File: src/sv/twcs_pkg.sv
`timescale 1ns / 1ps
`default_nettype none

package twcs_pkg;

	// Fixed-point and field geometry. Texture sizes are powers of two so that
	// texture coordinates wrap by masking.
	localparam int FRAC_BITS  = 16;
	localparam int TEX_W_BITS = 6;
	localparam int TEX_H_BITS = 6;
	localparam int ROW_W      = 12;
	localparam int DIST_W     = 32;
	localparam int DIR_W      = 19;
	localparam int LINE_W     = ROW_W + FRAC_BITS;
	localparam int POS_W      = TEX_H_BITS + FRAC_BITS;
	localparam int STEP_W     = 23;
	localparam int PROD_W     = 2 * FRAC_BITS;

	localparam logic [STEP_W-1:0] STEP_LIMIT          = {STEP_W{1'b1}};
	localparam logic [ROW_W-1:0]  SCREEN_HEIGHT_RESET = ROW_W'(480);

	localparam logic OP_SETUP = 1'b0;
	localparam logic OP_PIXEL = 1'b1;

	typedef enum logic [1:0] {
		FACE_NORTH = 2'd0,
		FACE_SOUTH = 2'd1,
		FACE_WEST  = 2'd2,
		FACE_EAST  = 2'd3
	} face_t;

	typedef enum logic [2:0] {
		ST_IDLE,
		ST_LINE_GO,
		ST_LINE_WAIT,
		ST_STEP_GO,
		ST_STEP_WAIT,
		ST_POS,
		ST_COMMIT
	} state_t;

	typedef struct packed {
		logic capture;
		logic pixel;
		logic div_start;
		logic div_sel_step;
		logic line_load;
		logic geom_load;
		logic step_load;
		logic pos_load;
		logic commit;
	} cmd_t;

	typedef struct packed {
		logic div_done;
		logic queue_full;
	} status_t;

	typedef struct packed {
		logic [ROW_W-1:0]      draw_start;
		logic [ROW_W-1:0]      draw_end;
		logic [ROW_W-1:0]      screen_row;
		logic [TEX_W_BITS-1:0] texel_x;
		logic [TEX_H_BITS-1:0] texel_y;
		face_t                 wall_face;
		logic                  shade;
		logic                  pixel_valid;
		logic                  last;
	} result_t;

endpackage

`default_nettype wire

File: src/sv/twcs_divider.sv
`timescale 1ns / 1ps
`default_nettype none

// Restoring divider, one quotient bit per cycle. A zero divisor gives an
// all-ones quotient.
module twcs_divider #(
	parameter int DVD_W = 28,
	parameter int DVS_W = 32
) (
	input  wire logic             clk,
	input  wire logic             arst_n,
	input  wire logic             start,
	input  wire logic [DVD_W-1:0] dividend,
	input  wire logic [DVS_W-1:0] divisor,
	output logic                  done,
	output logic [DVD_W-1:0]      quotient
);
	localparam int CNT_W = (DVD_W > 1) ? $clog2(DVD_W) : 1;
	localparam logic [CNT_W-1:0] LAST_CNT = CNT_W'(DVD_W - 1);

	logic             busy_q;
	logic             done_q;
	logic [CNT_W-1:0] cnt_q;
	logic [DVS_W-1:0] rem_q;
	logic [DVD_W-1:0] quo_q;
	logic [DVS_W-1:0] dvs_q;

	logic [DVS_W:0]   trial;
	logic [DVS_W:0]   diff;
	logic             ge;
	logic [DVS_W-1:0] rem_next;

	assign trial    = {rem_q, quo_q[DVD_W-1]};
	assign ge       = trial >= {1'b0, dvs_q};
	assign diff     = trial - {1'b0, dvs_q};
	assign rem_next = ge ? diff[DVS_W-1:0] : trial[DVS_W-1:0];

	always_ff @(posedge clk or negedge arst_n) begin
		if (!arst_n) begin
			busy_q <= 1'b0;
			done_q <= 1'b0;
			cnt_q  <= '0;
		end else begin
			done_q <= 1'b0;
			if (start) begin
				busy_q <= 1'b1;
				cnt_q  <= LAST_CNT;
			end else if (busy_q) begin
				if (cnt_q == '0) begin
					busy_q <= 1'b0;
					done_q <= 1'b1;
				end else begin
					cnt_q <= cnt_q - CNT_W'(1);
				end
			end
		end
	end

	always_ff @(posedge clk) begin
		if (start) begin
			rem_q <= '0;
			quo_q <= dividend;
			dvs_q <= divisor;
		end else if (busy_q) begin
			rem_q <= rem_next;
			quo_q <= {quo_q[DVD_W-2:0], ge};
		end
	end

	assign done     = done_q;
	assign quotient = quo_q;

endmodule

`default_nettype wire

File: src/sv/twcs_ctrl.sv
`timescale 1ns / 1ps
`default_nettype none

module twcs_ctrl (
	input  wire logic              clk,
	input  wire logic              arst_n,
	input  wire logic              in_valid,
	input  wire logic              operation,
	input  wire twcs_pkg::status_t status,
	output logic                   in_stall,
	output twcs_pkg::cmd_t         cmd
);
	import twcs_pkg::*;

	state_t state_q;
	state_t state_d;

	always_ff @(posedge clk or negedge arst_n) begin
		if (!arst_n) begin
			state_q <= ST_IDLE;
		end else begin
			state_q <= state_d;
		end
	end

	always_comb begin
		state_d = state_q;
		unique case (state_q)
			ST_IDLE: begin
				if (in_valid && !status.queue_full && operation == OP_SETUP) begin
					state_d = ST_LINE_GO;
				end
			end
			ST_LINE_GO:   state_d = ST_LINE_WAIT;
			ST_LINE_WAIT: begin
				if (status.div_done) begin
					state_d = ST_STEP_GO;
				end
			end
			ST_STEP_GO:   state_d = ST_STEP_WAIT;
			ST_STEP_WAIT: begin
				if (status.div_done) begin
					state_d = ST_POS;
				end
			end
			ST_POS:       state_d = ST_COMMIT;
			ST_COMMIT: begin
				if (!status.queue_full) begin
					state_d = ST_IDLE;
				end
			end
			default:      state_d = ST_IDLE;
		endcase
	end

	always_comb begin
		cmd      = '0;
		in_stall = 1'b1;
		unique case (state_q)
			ST_IDLE: begin
				in_stall = status.queue_full;
				if (in_valid && !status.queue_full) begin
					cmd.capture = (operation == OP_SETUP);
					cmd.pixel   = (operation == OP_PIXEL);
				end
			end
			ST_LINE_GO: begin
				cmd.div_start = 1'b1;
			end
			ST_LINE_WAIT: begin
				cmd.line_load = status.div_done;
			end
			ST_STEP_GO: begin
				cmd.div_start    = 1'b1;
				cmd.div_sel_step = 1'b1;
				cmd.geom_load    = 1'b1;
			end
			ST_STEP_WAIT: begin
				cmd.step_load = status.div_done;
			end
			ST_POS: begin
				cmd.pos_load = 1'b1;
			end
			ST_COMMIT: begin
				cmd.commit = !status.queue_full;
			end
			default: begin
				cmd = '0;
			end
		endcase
	end

endmodule

`default_nettype wire

File: src/sv/twcs_datapath.sv
`timescale 1ns / 1ps
`default_nettype none

module twcs_datapath (
	input  wire logic                          clk,
	input  wire logic                          arst_n,
	input  wire twcs_pkg::cmd_t                cmd,
	output twcs_pkg::status_t                  status,
	input  wire logic                          cfg_write_en,
	input  wire logic [twcs_pkg::ROW_W-1:0]    cfg_write_data,
	input  wire logic [twcs_pkg::DIST_W-1:0]   perp_distance,
	input  wire logic                          hit_side,
	input  wire logic signed [twcs_pkg::DIR_W-1:0] ray_dir_x,
	input  wire logic signed [twcs_pkg::DIR_W-1:0] ray_dir_y,
	input  wire logic [twcs_pkg::DIST_W-1:0]   player_x,
	input  wire logic [twcs_pkg::DIST_W-1:0]   player_y,
	input  wire logic                          step_x_negative,
	input  wire logic                          step_y_negative,
	input  wire logic                          out_stall,
	output logic                               out_valid,
	output twcs_pkg::result_t                  result
);
	import twcs_pkg::*;

	localparam logic [LINE_W-1:0] STEP_DIVIDEND = LINE_W'(1) << POS_W;

	// Configuration and column state.
	logic [ROW_W-1:0]      screen_height_q;
	logic [ROW_W-1:0]      current_row_q;
	logic [ROW_W-1:0]      end_row_q;
	logic [ROW_W-1:0]      col_start_q;
	logic [POS_W-1:0]      tex_pos_q;
	logic [STEP_W-1:0]     tex_step_q;
	logic [TEX_W_BITS-1:0] col_texel_q;
	face_t                 col_face_q;
	logic                  col_shade_q;

	// Setup working registers.
	logic [DIST_W-1:0]       pd_q;
	logic                    side_q;
	logic [FRAC_BITS-1:0]    base_lo_q;
	logic signed [DIR_W-1:0] dir_q;
	logic                    flip_q;
	face_t                   face_q;
	logic [FRAC_BITS-1:0]    prod_hi_q;
	logic [LINE_W-1:0]       line_q;
	logic [ROW_W-1:0]        start_q;
	logic [ROW_W-1:0]        end_q;
	logic [POS_W-1:0]        offset_q;
	logic [STEP_W-1:0]       step_q;
	logic [POS_W-1:0]        pos_q;

	// Output queue, two entries.
	result_t    q0_q;
	result_t    q1_q;
	logic [1:0] count_q;

	logic [PROD_W-1:0]     dir_ext;
	logic [PROD_W-1:0]     prod;
	logic [LINE_W-1:0]     div_dividend;
	logic [DIST_W-1:0]     div_divisor;
	logic                  div_done;
	logic [LINE_W-1:0]     div_quotient;
	logic [LINE_W-2:0]     half_l;
	logic [LINE_W-2:0]     half_h;
	logic [LINE_W-2:0]     offset_diff;
	logic [LINE_W-1:0]     end_sum;
	logic [FRAC_BITS-1:0]  frac;
	logic [TEX_W_BITS-1:0] tex_col;
	logic [TEX_W_BITS-1:0] texel_new;
	logic                  active;
	logic                  last_row;
	logic                  push;
	logic                  pop;
	result_t               setup_res;
	result_t               pixel_res;
	result_t               push_res;

	// Wall hit fraction: only bits [2F-1:F] of distance times direction matter,
	// so a truncated product of PROD_W bits is enough.
	assign dir_ext = {{(PROD_W - DIR_W){dir_q[DIR_W-1]}}, dir_q};
	assign prod    = PROD_W'(pd_q) * dir_ext;

	assign div_dividend = cmd.div_sel_step ? STEP_DIVIDEND
	                                       : {screen_height_q, {FRAC_BITS{1'b0}}};
	assign div_divisor  = cmd.div_sel_step ? DIST_W'(line_q) : pd_q;

	twcs_divider #(
		.DVD_W(LINE_W),
		.DVS_W(DIST_W)
	) u_div (
		.clk      (clk),
		.arst_n   (arst_n),
		.start    (cmd.div_start),
		.dividend (div_dividend),
		.divisor  (div_divisor),
		.done     (div_done),
		.quotient (div_quotient)
	);

	assign half_l      = line_q[LINE_W-1:1];
	assign half_h      = (LINE_W-1)'(screen_height_q[ROW_W-1:1]);
	assign offset_diff = half_l - half_h;
	assign end_sum     = LINE_W'(half_l) + LINE_W'(half_h);

	assign frac      = base_lo_q + prod_hi_q;
	assign tex_col   = frac[FRAC_BITS-1:FRAC_BITS-TEX_W_BITS];
	assign texel_new = flip_q ? ~tex_col : tex_col;

	assign active   = current_row_q < end_row_q;
	assign last_row = ((ROW_W+1)'(current_row_q) + (ROW_W+1)'(1)) == (ROW_W+1)'(end_row_q);

	always_ff @(posedge clk) begin
		prod_hi_q <= prod[PROD_W-1:FRAC_BITS];
		if (cmd.capture) begin
			pd_q      <= (perp_distance == '0) ? DIST_W'(1) : perp_distance;
			side_q    <= hit_side;
			base_lo_q <= hit_side ? player_x[FRAC_BITS-1:0] : player_y[FRAC_BITS-1:0];
			dir_q     <= hit_side ? ray_dir_x : ray_dir_y;
			flip_q    <= hit_side ? ray_dir_y[DIR_W-1]
			                      : (!ray_dir_x[DIR_W-1] && ray_dir_x != '0);
			face_q    <= hit_side ? (step_y_negative ? FACE_SOUTH : FACE_NORTH)
			                      : (step_x_negative ? FACE_EAST : FACE_WEST);
		end
		if (cmd.line_load) begin
			line_q <= div_quotient;
		end
		if (cmd.geom_load) begin
			start_q  <= (half_l >= half_h) ? '0
			            : ROW_W'(half_h) - ROW_W'(half_l);
			end_q    <= (end_sum >= LINE_W'(screen_height_q)) ? screen_height_q
			            : end_sum[ROW_W-1:0];
			offset_q <= (half_l > half_h) ? offset_diff[POS_W-1:0] : '0;
		end
		if (cmd.step_load) begin
			step_q <= (div_quotient > LINE_W'(STEP_LIMIT)) ? STEP_LIMIT
			          : div_quotient[STEP_W-1:0];
		end
		if (cmd.pos_load) begin
			pos_q <= offset_q * step_q[POS_W-1:0];
		end
	end

	always_ff @(posedge clk or negedge arst_n) begin
		if (!arst_n) begin
			screen_height_q <= SCREEN_HEIGHT_RESET;
			current_row_q   <= '0;
			end_row_q       <= '0;
			col_start_q     <= '0;
			tex_pos_q       <= '0;
			tex_step_q      <= '0;
			col_texel_q     <= '0;
			col_face_q      <= FACE_NORTH;
			col_shade_q     <= 1'b0;
		end else begin
			if (cfg_write_en) begin
				screen_height_q <= cfg_write_data;
			end
			if (cmd.commit) begin
				current_row_q <= start_q;
				end_row_q     <= end_q;
				col_start_q   <= start_q;
				tex_pos_q     <= pos_q;
				tex_step_q    <= step_q;
				col_texel_q   <= texel_new;
				col_face_q    <= face_q;
				col_shade_q   <= side_q;
			end else if (cmd.pixel && active) begin
				current_row_q <= current_row_q + ROW_W'(1);
				tex_pos_q     <= tex_pos_q + tex_step_q[POS_W-1:0];
			end
		end
	end

	always_comb begin
		setup_res.draw_start  = start_q;
		setup_res.draw_end    = end_q;
		setup_res.screen_row  = start_q;
		setup_res.texel_x     = texel_new;
		setup_res.texel_y     = pos_q[POS_W-1:FRAC_BITS];
		setup_res.wall_face   = face_q;
		setup_res.shade       = side_q;
		setup_res.pixel_valid = 1'b0;
		setup_res.last        = 1'b0;

		pixel_res.draw_start  = col_start_q;
		pixel_res.draw_end    = end_row_q;
		pixel_res.screen_row  = current_row_q;
		pixel_res.texel_x     = col_texel_q;
		pixel_res.texel_y     = tex_pos_q[POS_W-1:FRAC_BITS];
		pixel_res.wall_face   = col_face_q;
		pixel_res.shade       = col_shade_q;
		pixel_res.pixel_valid = active;
		pixel_res.last        = active && last_row;
	end

	assign push     = cmd.pixel || cmd.commit;
	assign push_res = cmd.commit ? setup_res : pixel_res;
	assign pop      = (count_q != 2'd0) && !out_stall;

	always_ff @(posedge clk or negedge arst_n) begin
		if (!arst_n) begin
			count_q <= 2'd0;
		end else if (push && !pop) begin
			count_q <= count_q + 2'd1;
		end else if (pop && !push) begin
			count_q <= count_q - 2'd1;
		end
	end

	always_ff @(posedge clk) begin
		if (push && !pop) begin
			if (count_q == 2'd0) begin
				q0_q <= push_res;
			end else begin
				q1_q <= push_res;
			end
		end else if (pop && !push) begin
			q0_q <= q1_q;
		end else if (push && pop) begin
			if (count_q == 2'd1) begin
				q0_q <= push_res;
			end else begin
				q0_q <= q1_q;
				q1_q <= push_res;
			end
		end
	end

	assign status.div_done   = div_done;
	assign status.queue_full = (count_q == 2'd2);
	assign out_valid         = (count_q != 2'd0);
	assign result            = q0_q;

endmodule

`default_nettype wire

File: src/sv/textured_wall_column_stepper.sv
`timescale 1ns / 1ps
`default_nettype none

// Channel   Direction  Handshake            Carries
// in        to block   in_valid / in_stall  setup hit or pixel request
// out       from block out_valid/out_stall  column geometry and one pixel
// cfg       to block   cfg_write_en         screen_height write
//
// Pixel items stream at one per cycle while the output queue is not full.
// A setup transfer occupies the block while the shared restoring divider,
// which produces one quotient bit per cycle, runs twice: once for the
// 28-bit line height quotient and once for the 28-bit texture step quotient.
// Reset clears the controller, the output queue and all column state and
// loads a screen height of 480; no clearing pass is needed.
// A two-entry output queue lets new items transfer while a result is stalled.
//
// Each input item produces exactly one result. A setup item computes the
// wall line height from the perpendicular distance, the clamped draw window,
// the mirrored texture column and the wall face, the texture step per row,
// and the texture row at the first visible screen row. Each pixel item then
// walks one row down the column. Downstream shading of Y-side walls halves
// the color and masks it with 0x7F7F7F.
module textured_wall_column_stepper (
	input  wire logic                              clk,
	input  wire logic                              arst_n,
	input  wire logic                              cfg_write_en,
	input  wire logic [twcs_pkg::ROW_W-1:0]        cfg_write_data,
	input  wire logic                              in_valid,
	output logic                                   in_stall,
	input  wire logic                              operation,
	input  wire logic [twcs_pkg::DIST_W-1:0]       perp_distance,
	input  wire logic                              hit_side,
	input  wire logic signed [twcs_pkg::DIR_W-1:0] ray_dir_x,
	input  wire logic signed [twcs_pkg::DIR_W-1:0] ray_dir_y,
	input  wire logic [twcs_pkg::DIST_W-1:0]       player_x,
	input  wire logic [twcs_pkg::DIST_W-1:0]       player_y,
	input  wire logic                              step_x_negative,
	input  wire logic                              step_y_negative,
	output logic                                   out_valid,
	input  wire logic                              out_stall,
	output logic [twcs_pkg::ROW_W-1:0]             draw_start,
	output logic [twcs_pkg::ROW_W-1:0]             draw_end,
	output logic [twcs_pkg::ROW_W-1:0]             screen_row,
	output logic [twcs_pkg::TEX_W_BITS-1:0]        texel_x,
	output logic [twcs_pkg::TEX_H_BITS-1:0]        texel_y,
	output logic [1:0]                             wall_face,
	output logic                                   shade,
	output logic                                   pixel_valid,
	output logic                                   last
);
	import twcs_pkg::*;

	cmd_t    cmd;
	status_t status;
	result_t result;

	// The controller sequences setup through the divider and decides when
	// a transfer is taken; the datapath holds all arithmetic and column state.
	twcs_ctrl u_ctrl (
		.clk       (clk),
		.arst_n    (arst_n),
		.in_valid  (in_valid),
		.operation (operation),
		.status    (status),
		.in_stall  (in_stall),
		.cmd       (cmd)
	);

	twcs_datapath u_dp (
		.clk             (clk),
		.arst_n          (arst_n),
		.cmd             (cmd),
		.status          (status),
		.cfg_write_en    (cfg_write_en),
		.cfg_write_data  (cfg_write_data),
		.perp_distance   (perp_distance),
		.hit_side        (hit_side),
		.ray_dir_x       (ray_dir_x),
		.ray_dir_y       (ray_dir_y),
		.player_x        (player_x),
		.player_y        (player_y),
		.step_x_negative (step_x_negative),
		.step_y_negative (step_y_negative),
		.out_stall       (out_stall),
		.out_valid       (out_valid),
		.result          (result)
	);

	// The result struct is spread onto the individual output ports.
	assign draw_start  = result.draw_start;
	assign draw_end    = result.draw_end;
	assign screen_row  = result.screen_row;
	assign texel_x     = result.texel_x;
	assign texel_y     = result.texel_y;
	assign wall_face   = result.wall_face;
	assign shade       = result.shade;
	assign pixel_valid = result.pixel_valid;
	assign last        = result.last;

endmodule

`default_nettype wire

File: config.mk
export PLATFORM = sky130hd
export DESIGN_NAME = textured_wall_column_stepper
export DESIGN_NICKNAME = d
export VERILOG_FILES = /design/src/sv/twcs_pkg.sv /design/src/sv/twcs_divider.sv /design/src/sv/twcs_ctrl.sv /design/src/sv/twcs_datapath.sv /design/src/sv/textured_wall_column_stepper.sv
export SDC_FILE = /design/constraint.sdc
export NUM_CORES = 2
export LEC_CHECK = 0
export BUFFER_PORTS_ARGS = -buffer_cell sky130_fd_sc_hd__buf_2
export CAP_MARGIN = 25
export CORE_AREA = 2 2 368 370
export CTS_BUF_LIST = sky130_fd_sc_hd__clkbuf_16
export DETAILED_ROUTE_END_ITERATION = 6
export DIE_AREA = 0 0 370 372
export PLACE_DENSITY = 0.46
export SYNTH_ARGS = -nofsm -noshare
export SYNTH_HDL_FRONTEND = slang
export SYNTH_SLANG_ARGS = --single-unit
File: constraint.sdc
create_clock -name clk -period 8.09 [get_ports clk]
set_input_delay 1.2135 -clock clk [delete_from_list [all_inputs] [get_ports clk]]
set_output_delay 1.2135 -clock clk [all_outputs]
set_load 0.01 [all_outputs]
# [After elaboration in Yosys (flattened, before gate mapping)]
# Cells that the tools add are included.
# Widths: inputs -> output; s select.
[word_totals] input_bits=155 latch_bits=0 wordCells=172 mem_count=0 out_inout_bits=55 regBits=516 rom_bits=0 ramBits=0
[op_classes] n_eq_ne=18 n_reduce_logical=31 n_bitwise=2 n_div=0 order_cmp=6 shifts=0 n_mul=2 n_addsub=11 mux=53
[ops] operator="$mux 53" n=11
[ops] operator="$mux 28" n=4
[ops] operator="$mux 22" n=2
[ops] operator="$mux 12" n=3
[ops] operator="$ge 33x32->1" n=1
[ops] operator="$logic_not 32->1" n=1
[ops] operator="$mul 32x19->32" n=1
[ops] operator="$mux 32" n=1
[ops] operator="$sub 32x32->32" n=1
[ops] operator="$add 27x11->28" n=1
[ops] operator="$ge 28x12->1" n=1
[ops] operator="$gt 28x23->1 const B" n=1
[ops] operator="$ge 27x11->1" n=1
[ops] operator="$gt 27x11->1" n=1
[ops] operator="$add 22x22->22" n=1
[ops] operator="$mul 22x22->22" n=1
[ops] operator="$sub 22x11->22" n=1
[ops] operator="$pmux 3 s7" n=1
[ops] operator="$mux 19" n=1
[ops] operator="$reduce_bool 19->1" n=1
[ops] operator="$add 16x16->16" n=1
[ops] operator="$mux 1" n=16
[ops] operator="$mux 16" n=1
[ops] operator="$mux 5" n=3
[ops] operator="other kinds (31)" n=66

# [Depth between registers and ports, before layout]
[logic_depth] depth_word=10 depth_mapped=26 depth_no_buf=24

# [By module]
# Synthesis repeated with hierarchy kept, for this count alone.
[unflattened] hier_cells=4460 hier_area_um2=45786.4
[by_module_without_submodules] mod="twcs_datapath" seq_area_each_um2=11761.3 cells_each=3879 n_inst=1 area_each_um2=39823.2
[by_module_without_submodules] mod="twcs_divider" seq_area_each_um2=2617.5 cells_each=552 n_inst=1 area_each_um2=5721.7
[by_module_without_submodules] mod="twcs_ctrl" seq_area_each_um2=75.1 cells_each=29 n_inst=1 area_each_um2=241.5

# [Worst setup path after synthesis]
# OpenSTA, ideal clock, no wires.
[synth_timing] path_kind="register to register" from="reg u_dp.dir_q[1]" to="reg u_dp.prod_hi_q[15]" synth_period_minus_slack_ps=6220 setup_ps=121 slack_ps=1870 path_buffers=2 arrival_time_ps=6099 required_ps=7969 stages_incl_launch_ff=24 cell_sequence="edfxtp_1 clkbuf_1 clkbuf_1 and2_1 fa_1 fa_1 inv_1 fa_1 inv_1 fa_1 fa_1 fa_1 ha_1 ha_1 nand4_1 a211oi_1 o31ai_1 a31oi_1 o21a_1 a31o_2 a31oi_1 o31ai_1 a21oi_1 xnor2_1"
[synth_via] elab_chain_len=1
[synth_lines] element="start, declared" line="twcs_datapath.sv:42" rtl="logic signed [DIR_W-1:0] dir_q;"
[synth_lines] element="start signal, assigned" line="twcs_datapath.sv:119" rtl="dir_q <= hit_side ? ray_dir_x : ray_dir_y;"
[synth_lines] element="$mul 32x19->32" line="twcs_datapath.sv:82" rtl="assign prod = PROD_W'(pd_q) * dir_ext;"
[synth_lines] element="net u_dp.prod[31]" line="twcs_datapath.sv:59" rtl="logic [PROD_W-1:0] prod;"
[synth_lines] element="end signal, assigned" line="twcs_datapath.sv:114" rtl="prod_hi_q <= prod[PROD_W-1:FRAC_BITS];"
[synth_lines] element="end, declared" line="twcs_datapath.sv:45" rtl="logic [FRAC_BITS-1:0] prod_hi_q;"
# The timed path passes the listed nets, and every way through them passes these cells.
# A chain may end at the register's enable or synchronous reset.

# [Worst setup path in the final report]
[layout_timing] from="reg u_dp.pd_q[5]" to="reg u_dp.prod_hi_q[15]"
[layout_via] elab_chain_len=1
[layout_lines] element="start, declared" line="twcs_datapath.sv:39" rtl="logic [DIST_W-1:0] pd_q;"
[layout_lines] element="start signal, assigned" line="twcs_datapath.sv:116" rtl="pd_q <= (perp_distance == '0) ? DIST_W'(1) : perp_distance;"
[layout_lines] element="$mul 32x19->32" line="twcs_datapath.sv:82"
[layout_lines] element="net u_dp.prod[31]" line="twcs_datapath.sv:59"
# The timed path passes the listed nets, and every way through them passes these cells.

==> impl_metrics.tcl <==
set metrics [dict create \
    wl_um 130000 \
    numCtsBuffers 60 \
    antenna_found_initial 8 \
    post-route-period-util_pct 88.6 \
    hold_violations 0 \
    die_y_um 372 \
    dieArea_um2 138000 \
    rsz0062_at_grt "no" \
    grt_pass1_wl_um 200000 \
    cap_violations 0 \
    hold_buffers 0 \
    path_max_fanout 20 \
    drcViolationCount 0 \
    dr.pass1.iters 5 \
    hp-class "register to register" \
    drive_above_1_share_pct 10.3 \
    synth_top_cell_by_area "edfxtp_1" \
    grt_pass1_vias 32200 \
    ctsResizeCount 0 \
    dr_total_vias 31100 \
    track_usage_pct 19.2 \
    clk_path_buf_depth 3 \
    grt_max_degree 85 \
    fill_cells 13500 \
    ys_ff_latch 516 \
    synth_edf_count 355 \
    postCtsSetupBuffers 0 \
    numPortBuffers 177 \
    worstSkewPairLatency_ns 0.69 \
    max_freq_mhz 140 \
    path_class "register to register" \
    synthesis.instances 4511 \
    core_um2 134000 \
    required_ns 8.60 \
    cts_tree "built" \
    initial_core_util_pct 33.7 \
    syn-mean-instance-area_um2 10.0 \
    gr-total-overflow 0 \
    pin_count 210 \
    clkSlewWorstSetupHoldPaths_ns 0.06 \
    synth_cell_types 80 \
    ctsHtreeMaxLevel 2 \
    ant_nets 0 \
    netlist_top_cells_area "edfxtp_1 (24%), fa_1 (23%), ha_1 (8.3%)" \
    synth_area_um2 45200 \
    syn-num-nets 5489 \
    cts_root_buffer "clkbuf_16" \
    async_reset_ff_share_pct 21.9 \
    drt-initial-drc-count 2088 \
    ys.flop_type "edfxtp_1" \
    rows 135 \
    dp_hpwl_um 99700 \
    synth_top_cell_area_share_pct 23.6 \
    die_x_um 370 \
    holdPathStages 0 \
    finalSetupViolations 0 \
    nets 5568 \
    critPathLaunchType "register" \
    slew_headroom_pct 26.4 \
    cts_sinks 516 \
    crit_arrival_ns 7.68 \
    synth_seq_area_share_pct 32.0 \
    tightest_slew_ns 1.10 \
    fin_skew_ns 0.0559 \
    ys_warn_count 0 \
    detail_route.vias_per_cell 4.84 \
    synth.most_common_cell "nand2_1" \
    fin_crit_ns 7.16 \
    reg2reg_depth 23 \
    status "completed" \
    end_kind "register" \
    gp_congestion 0.840 \
    areaGrowthSynthToFinish_pct 10.8 \
    wl_per_cell_um 20.3 \
    regArea_um2 14500 \
    multi_input_area_um2 27400 \
    yosys-top-cells-count "nand2_1 (693), inv_1 (675), fa_1 (522)" \
    fin_setup_tns_ns 0 \
    slew_violations 0 \
]
layout by cell type, fill, tap and decap left out, types with 13 or more instances in the layout:
master	count
mux2i_1	26
a31oi_1	48
xnor2_1	148
dfxtp_1	48
nor2_1	141
clkinv_1	14
clkbuf_16	60
a211oi_1	13
buf_4	76
mux2_2	75
o21a_1	16
ha_1	301
edfxtp_1	355
and3_1	28
or3_1	39
o21ai_0	144
and2_1	310
dfrtp_1	109
nor3_1	46
o21ai_1	20
o31ai_1	17
xor2_1	64
inv_1	691
buf_2	176
fa_1	522
nand4_1	18
a21oi_1	109
nand2_1	692
nor2b_1	29
nor4_1	20
nand3_1	36
nand2b_1	29
a21o_1	38
per-layer routing:
metal | wire [um] | GRT usage [%] | share of wire, %
met1 | 59100 | 26.0 | 45
met5 | 13 | 0 | 0.010
met3 | 5040 | 2.03 | 3.9
met4 | 2600 | 4.29 | 2.0
met2 | 63500 | 33.0 | 49
through the flow:
| stage | area, um^2 | hold WS (ns) | worst slack, ns | utilization, % | cells |
|---|---|---|---|---|---|
| 2_1_floorplan | 45200 | 0.426 | 1.87 | - | 4511 |
| 3_3_place_gp | 48100 | 0.432 | 0.907 | 35.8 | 6303 |
| 3_5_place_dp | 48100 | 0.442 | 0.844 | 35.8 | 6304 |
| 4_1_cts | 50000 | 0.453 | 0.828 | 37.2 | 6418 |
| 5_1_grt | 50100 | 0.467 | 0.506 | 37.3 | 6423 |
| 6_report | 50100 | 0.451 | 0.926 | 37.3 | 6425 |
logic make-up after synthesis:
kind of cell | synth area share (%)
xor gates and xnor gates | 4.11
adders and majority gates | 31.5
DFF | 32.0
buffers and inverters | 7.67
AOI/OAI and AO/OA | 6.85
and+or+nand+nor | 15.1
muxes | 2.82
cell type report:
type                    count  area share [%]
diodes                      2         0.00999
clock buffers              60            3.00
clock inverters            54           0.837
inverters                 679            5.09
multi-input cells        3075            54.7
flip-flops and latches    516            28.9
well taps                1781            4.45
repair buffers            258            3.10
path summary, 6_finish.rpt:
path | start | end | slack, ns
min reg2reg | u_dp.u_div.quotient[10] | u_dp.line_q[10] | 0.45
min | u_dp.u_div.quotient[10] | u_dp.line_q[10] | 0.45
max in group asynchronous | arst_n | u_dp.col_texel_q[1] | 6.31
min in group asynchronous | arst_n | u_dp.tex_step_q[8] | 0.51
max | u_dp.pd_q[5] | u_dp.prod_hi_q[15] | 0.93
max reg2reg | u_dp.pd_q[5] | u_dp.prod_hi_q[15] | 0.93
critical path, stage by stage (launching register included):
cell	delay (ns)
edfxtp_1	0.79
and2_1	0.34
fa_1	0.40
fa_1	0.49
inv_1	0.05
fa_1	0.49
inv_1	0.06
fa_1	0.49
inv_1	0.05
fa_1	0.53
inv_1	0.05
fa_1	0.44
ha_1	0.28
ha_1	0.29
nand4_1	0.09
a211oi_1	0.24
o31ai_1	0.14
a31oi_1	0.37
o21a_1	0.36
a31o_2	0.30
a31oi_1	0.15
o31ai_1	0.37
a21oi_1	0.14
xnor2_1	0.13
state kept, by name, indices dropped and copies added, names as in the netlist, 22 cells and up:
register,count
u_dp.result,53
u_dp.step_q,22
u_dp.u_div.dvs_q,32
u_dp.u_div.rem_q,32
u_dp.u_div.quotient,28
u_dp.tex_pos_q,22
u_dp.offset_q,22
u_dp.pos_q,22
u_dp.tex_step_q,22
u_dp.line_q,28
u_dp.pd_q,32
u_dp.q1_q,53
Power is left out: the tool's default activity adds up to more than one toggle a clock period on the data nets, which glitch-free logic cannot reach.
